### src/design/gmj_pkg.sv
// shared types and constants of the grid metric and jacobian block
package gmj_pkg;

  // field widths of the item, result and register write channels
  localparam int RowIdxW  = 6;
  localparam int ColIdxW  = 6;
  localparam int CoordW   = 24;
  localparam int DiffW    = CoordW + 1;
  localparam int MetricW  = 26;
  localparam int JacW     = 2 * MetricW;
  localparam int CfgIdxW  = 2;
  localparam int CfgDataW = 7;

  // smallest grid size the stencils work on
  localparam int MinSize = 3;

  // register reset values
  localparam logic [CfgDataW-1:0] RowsReset = 7'd64;
  localparam logic [CfgDataW-1:0] ColsReset = 7'd64;

  // register indexes
  localparam logic [CfgIdxW-1:0] CFG_IDX_ROWS = 2'd0;
  localparam logic [CfgIdxW-1:0] CFG_IDX_COLS = 2'd1;

  // item command codes
  typedef enum logic [0:0] {
    CMD_LOAD  = 1'b0,
    CMD_QUERY = 1'b1
  } gmj_cmd_e;

  // controller states
  typedef enum logic [2:0] {
    ST_IDLE,
    ST_RD_XI,
    ST_RD_ETA,
    ST_DIFF_ETA,
    ST_MUL_A,
    ST_MUL_B,
    ST_FINISH
  } gmj_state_e;

  // controller to datapath commands
  typedef struct packed {
    logic load_start;
    logic query_start;
    logic rd_eta;
    logic latch_xi;
    logic latch_eta;
    logic mul_first;
    logic mul_second;
    logic out_load;
  } gmj_ctrl_t;

  // datapath to controller status
  typedef struct packed {
    logic in_is_query;
  } gmj_stat_t;

endpackage

### src/design/gmj_ctrl.sv
// controller state machine: sequences loads, stencil reads, products and result
module gmj_ctrl (
  input  logic               clk_i,
  input  logic               rst_ni,
  input  logic               in_valid_i,
  output logic               in_ready_o,
  output logic               out_valid_o,
  input  logic               out_ready_i,
  input  gmj_pkg::gmj_stat_t stat_i,
  output gmj_pkg::gmj_ctrl_t ctrl_o
);

  gmj_pkg::gmj_state_e state_q, state_d;
  logic                out_valid_q, out_valid_d;
  logic                accept;

  // state and result valid registers
  always_ff @(posedge clk_i or negedge rst_ni) begin
    if (!rst_ni) begin
      state_q     <= gmj_pkg::ST_IDLE;
      out_valid_q <= 1'b0;
    end else begin
      state_q     <= state_d;
      out_valid_q <= out_valid_d;
    end
  end

  // next state and commands
  always_comb begin
    state_d    = state_q;
    ctrl_o     = '0;
    in_ready_o = (state_q == gmj_pkg::ST_IDLE);
    accept     = in_valid_i && in_ready_o;
    case (state_q)
      gmj_pkg::ST_IDLE: begin
        if (accept) begin
          if (stat_i.in_is_query) begin
            ctrl_o.query_start = 1'b1;
            state_d            = gmj_pkg::ST_RD_XI;
          end else begin
            ctrl_o.load_start = 1'b1;
          end
        end
      end
      gmj_pkg::ST_RD_XI: begin
        state_d = gmj_pkg::ST_RD_ETA;
      end
      gmj_pkg::ST_RD_ETA: begin
        ctrl_o.rd_eta   = 1'b1;
        ctrl_o.latch_xi = 1'b1;
        state_d         = gmj_pkg::ST_DIFF_ETA;
      end
      gmj_pkg::ST_DIFF_ETA: begin
        ctrl_o.latch_eta = 1'b1;
        state_d          = gmj_pkg::ST_MUL_A;
      end
      gmj_pkg::ST_MUL_A: begin
        ctrl_o.mul_first = 1'b1;
        state_d          = gmj_pkg::ST_MUL_B;
      end
      gmj_pkg::ST_MUL_B: begin
        ctrl_o.mul_second = 1'b1;
        state_d           = gmj_pkg::ST_FINISH;
      end
      gmj_pkg::ST_FINISH: begin
        if (!out_valid_q || out_ready_i) begin
          ctrl_o.out_load = 1'b1;
          state_d         = gmj_pkg::ST_IDLE;
        end
      end
      default: begin
        state_d = gmj_pkg::ST_IDLE;
      end
    endcase
  end

  // result valid: set on load, cleared when taken
  always_comb begin
    out_valid_d = out_valid_q;
    if (ctrl_o.out_load) begin
      out_valid_d = 1'b1;
    end else if (out_ready_i) begin
      out_valid_d = 1'b0;
    end
  end

  assign out_valid_o = out_valid_q;

endmodule

### config.mk
export PLATFORM = sky130hd
export DESIGN_NAME = gmj_ctrl
export DESIGN_NICKNAME = d
export VERILOG_FILES = /design/src/design/gmj_pkg.sv /design/src/design/gmj_ctrl.sv
export SDC_FILE = /design/constraint.sdc
export NUM_CORES = 1
export LEC_CHECK = 0
export ABC_CLOCK_PERIOD_IN_PS = 1400
export BUFFER_PORTS_ARGS = -buffer_cell sky130_fd_sc_hd__buf_2
export CAP_MARGIN = 30
export CORE_AREA = 5 5 42 44
export DETAILED_ROUTE_END_ITERATION = 16
export DIE_AREA = 0 0 47 49
export PLACE_DENSITY_LB_ADDON = 0.05
export RECOVER_POWER = 25
export SETUP_SLACK_MARGIN = 0.2
export SLEW_MARGIN = 20
export SYNTH_ARGS = -nofsm -noshare
export SYNTH_HDL_FRONTEND = slang
export SYNTH_SLANG_ARGS = --single-unit
### constraint.sdc
create_clock -name clk_i -period 1.4 [get_ports clk_i]
set_clock_uncertainty 0.05 [all_clocks]
set_input_delay 0.28 -clock clk_i [delete_from_list [all_inputs] [get_ports clk_i]]
set_output_delay 0.28 -clock clk_i [all_outputs]
set_load 0.005 [all_outputs]
## Yosys cells after proc, flatten, opt, wreduce, memory -nomap -nowiden

Cells that the tools add are included.

| storage, ports and cells | value |
|---|---|
| register bits after elaboration | 4 |
| word-level logic and storage cells | 33 |
| bits of input ports | 5 |

| operators by class | value |
|---|---|
| multiplexer cells | 16 |
| reduce and logical (&&, ||, !) cells | 6 |
| equal/unequal tests | 9 |

Operators with widths:

| operator | count |
|---|---|
| $pmux W3 S7 | 1 |
| $eq A3 B3 Y1 const B | 3 |
| $mux W1 | 9 |
| $mux W3 | 3 |
| $eq A3 B2 Y1 const B | 2 |
| $mux W2 | 3 |
| $ne A2 B1 Y1 const B | 2 |
| $eq A3 B1 Y1 const B | 1 |
| $logic_not A3 Y1 | 1 |
| $reduce_and A3 Y1 | 1 |
| $ne A2 B2 Y1 const B | 1 |
| $reduce_bool A2 Y1 | 1 |
| $logic_and A1 B1 Y1 | 1 |
| $logic_not A1 Y1 | 1 |
| $logic_or A1 B1 Y1 | 1 |

## Logic depth before layout (Yosys ltp)

| logic depth | value |
|---|---|
| depth in word-level cells | 5 |
| gate-level depth with buffers | 4 |
| mapped depth without buffers | 3 |

## Worst setup path before layout

OpenSTA, ideal clock, no wires.

| timing path | value |
|---|---|
| path kind | register to output |
| from | register state_q[0] |
| to | output ctrl_o[0] (netlist bit) |
| data arrival time | 0.903 ns |
| path slack | 0.167 ns |
| path buffers | 1 |
| data required time | 1.070 ns |
| stages on the path, launching flop included | 4 |
| cell sequence | dfrtp_1 -> nand2b_1 -> nor3b_1 -> buf_4 |

RTL lines:

| item | RTL line | text |
|---|---|---|
| from (decl) | gmj_ctrl.sv:13 | `gmj_pkg::gmj_state_e state_q, state_d;` |
| from (signal assigned) | gmj_ctrl.sv:20 | `state_q <= gmj_pkg::ST_IDLE;` |
| from (signal assigned) | gmj_ctrl.sv:23 | `state_q <= state_d;` |
| to (decl) | gmj_ctrl.sv:10 | `output gmj_pkg::gmj_ctrl_t ctrl_o` |

==> impl_metrics.tcl <==
set metrics [dict create \
    die_w_um 47 \
    synthToLayoutAreaGrowth_pct 87.2 \
    synth_nets 31 \
    drive_above_1_share 0.729 \
    irDropWorstVdd_uv 660 \
    gr-total-overflow 0 \
    report.final.hold_viol_count 0 \
    post-dp-hpwl_um 514 \
    floorplan.die_area_sq_um 2300 \
    yosys-top-cells-area "sky130_fd_sc_hd__dfrtp_1 41%, sky130_fd_sc_hd__o21ai_0 6.2%, sky130_fd_sc_hd__a211oi_1 6.2%" \
    synth-main-ff-cell "sky130_fd_sc_hd__dfrtp_1" \
    seqPwrFrac 0.265 \
    whs_ps 349 \
    final.min_clock_period_ps 1500 \
    ys_seq_elements 4 \
    post-route-period-util 1.07 \
    pwr_density_cell_nw_per_um2 2170 \
    switching_share 0.372 \
    grtUsageMet1 0.0756 \
    fmax_ghz 0.667 \
    dominant_cell_by_count_in_the_synthesized_netlist "sky130_fd_sc_hd__dfrtp_1" \
    synth_async_sr_flop_share 1.00 \
    synth_edf_count 0 \
    floorplan.initialDensity 0.174 \
    max_fanout_on_critical_path 4 \
    wire_per_inst_um 10.9 \
    detail_route.first_pass.iterations 2 \
    final.setup.tns_ps -373 \
    post_dp_cell_area_sq_um 322 \
    detailedRoute.firstIterationViolations 1 \
    grt_util_all_layers 0.0728 \
    synth_cell_type_count 17 \
    maxCapViolCount 0 \
    clk_pin_slew_ps 40 \
    floorplan.core_area_sq_um 1400 \
    startpoint_type "flop" \
    gr-usage-met3 0.0221 \
    ys.warnings.count 0 \
    max-clock-path-buffers 2 \
    timing.setup.critical_path_class "reg -> out" \
    routabilityCongestion 0.649 \
    p_sw_uw 368 \
    worstPathArrival_ps 1170 \
    yosysSeqAreaShare 0.410 \
    clk-insertion-delay-late_ps 240 \
    rsz_0062_raised_after_global_routing "yes" \
    grt_antenna_before_repair 0 \
    synth_top_area_share 0.410 \
    worst_slew_pin_slew_ps 211 \
    layout.nets 55 \
    detailedPlace.worstSlack_ps 102 \
    final_cell_count_no_fill 64 \
    post_drt_via_cell_ratio 4.23 \
    antennaDiodeCount 0 \
    critPathRequiredTime_ps 1070 \
    maximum_number_of_pins_on_one_net_before_global_route_repair 8 \
    avgSynthCellArea_sq_um 9.38 \
    num_io_pins 15 \
    ant_nets 0 \
    power.leakage_nw 0.235 \
    share_comb_of_total_power 0.591 \
    drt_wl_total_um 700 \
    placementRows 14 \
    max_slew_headroom 0.859 \
    total_non_filler_cell_area_in_the_finished_layout_sq_um 457 \
    post_synth_inst_count 26 \
    report.final.setup_viol 7 \
    final_max_slew_viol_count 0 \
    critPathCaptureType "output port" \
    clkPwrFrac 0.144 \
    netlist_area_sq_um 244 \
    die_y_um 49 \
    cts_buf_count 3 \
    place.port_buffers 14 \
    grt.met2_usage 0.0882 \
    failed_checks "negative setup slack" \
    hold_path.class "in -> async" \
    dr_total_vias 271 \
    cts_tree "yes" \
    clock_sink_count 4 \
    dpl.cell_count 54 \
    drt_drc_violations_left 0 \
    clockRootBuffer "sky130_fd_sc_hd__clkbuf_4" \
    slack_of_the_critical_path_ps -98.5 \
    p_total_uw 989 \
    grt_pass1_vias 268 \
    ctsHtreeMaxLevel 1 \
    status "finished with violations" \
    synth.top_cells.by_count "4 x sky130_fd_sc_hd__dfrtp_1, 3 x sky130_fd_sc_hd__o21ai_0" \
    globalRoute.busiestLayer "met4" \
    utilization 0.326 \
    grt_first_pass_wirelength_um 1100 \
    p_int_uw 621 \
    synth_top_cell_by_area "sky130_fd_sc_hd__dfrtp_1" \
]
power groups by stage:
stage / sequential, mW / combinational (mW) / clock (mW)
after floorplan: 0.216 / 0.236 / 0
final: 0.262 / 0.585 / 0.142
after global routing: 0.273 / 0.645 / 0.161
after detailed placement: 0.250 / 0.330 / 0
after global placement: 0.253 / 0.339 / 0
after CTS: 0.255 / 0.453 / 0.150
worst paths after layout:
path                       depth (start not counted)     endpoint  slack, ps   startpoint
min in group clk_i                                 3  out_valid_o        350  out_ready_i
min reg2reg                                        1   state_q[0]        460   state_q[0]
max in group asynchronous                          2   state_q[2]        750       rst_ni
min                                                2  out_valid_o        350       rst_ni
max                                                3    ctrl_o[7]       -100   state_q[1]
max reg2reg                                        5   state_q[1]        290   state_q[1]
layer usage:
metal  up-vias  routed length, um
li1        136                  -
met1       120                263
met2        11                331
met3         4                 57
met4         0                 48
met5         -                  0
cell usage in the layout, fill, tap and decap left out:
master	synthesis	final
sky130_fd_sc_hd__a211oi_1	2	2
sky130_fd_sc_hd__a21o_1	1	1
sky130_fd_sc_hd__a21o_2	1	1
sky130_fd_sc_hd__and3_1	1	1
sky130_fd_sc_hd__and3_4	1	1
sky130_fd_sc_hd__and3b_1	1	1
sky130_fd_sc_hd__buf_2	0	11
sky130_fd_sc_hd__buf_4	2	6
sky130_fd_sc_hd__buf_6	0	3
sky130_fd_sc_hd__clkbuf_1	0	1
sky130_fd_sc_hd__clkbuf_4	0	3
sky130_fd_sc_hd__dfrtp_1	4	1
sky130_fd_sc_hd__dfrtp_2	0	3
sky130_fd_sc_hd__dlygate4sd3_1	0	1
sky130_fd_sc_hd__inv_1	1	1
sky130_fd_sc_hd__inv_4	0	1
sky130_fd_sc_hd__nand2b_1	2	1
sky130_fd_sc_hd__nand2b_4	0	1
sky130_fd_sc_hd__nor2_4	0	1
sky130_fd_sc_hd__nor3_2	1	2
sky130_fd_sc_hd__nor3_4	0	1
sky130_fd_sc_hd__nor3b_2	0	1
sky130_fd_sc_hd__o21ai_0	3	3
sequential cells by signal (all words and copies together), names as in the netlist:
register / cells
state_q: 3
out_valid_o: 1
cell families after synthesis:
| family | synth area share |
|---|---|
| buffers and inverters | 0.113 |
| DFF | 0.410 |
| AOI/OAI and AO/OA | 0.190 |
| and+or+nand+nor | 0.287 |
worst max-delay path, cell delays in order (launching register included):
cell	delay [ps]
sky130_fd_sc_hd__dfrtp_2	430
sky130_fd_sc_hd__nor3_4	210
sky130_fd_sc_hd__and3b_1	180
sky130_fd_sc_hd__buf_2	110
cell type report:
cell class	instances	area (sq um)
multi-input cells	17	153
flip-flops and latches	4	104
inverters	2	10.0
well taps	16	20.0
fillers	162	945
clock buffers	3	22.5
repair buffers	22	148
repair_timing:
item                                    CTS  global route
resized for setup                         7             7
hold buffers                              1             0
pin swaps                                 1             2
endpoints found under the setup margin    9             9
hold endpoints to repair                  4             0
buffers inserted                          3             3
No activity file was read; power rests on OpenSTA's default activity.
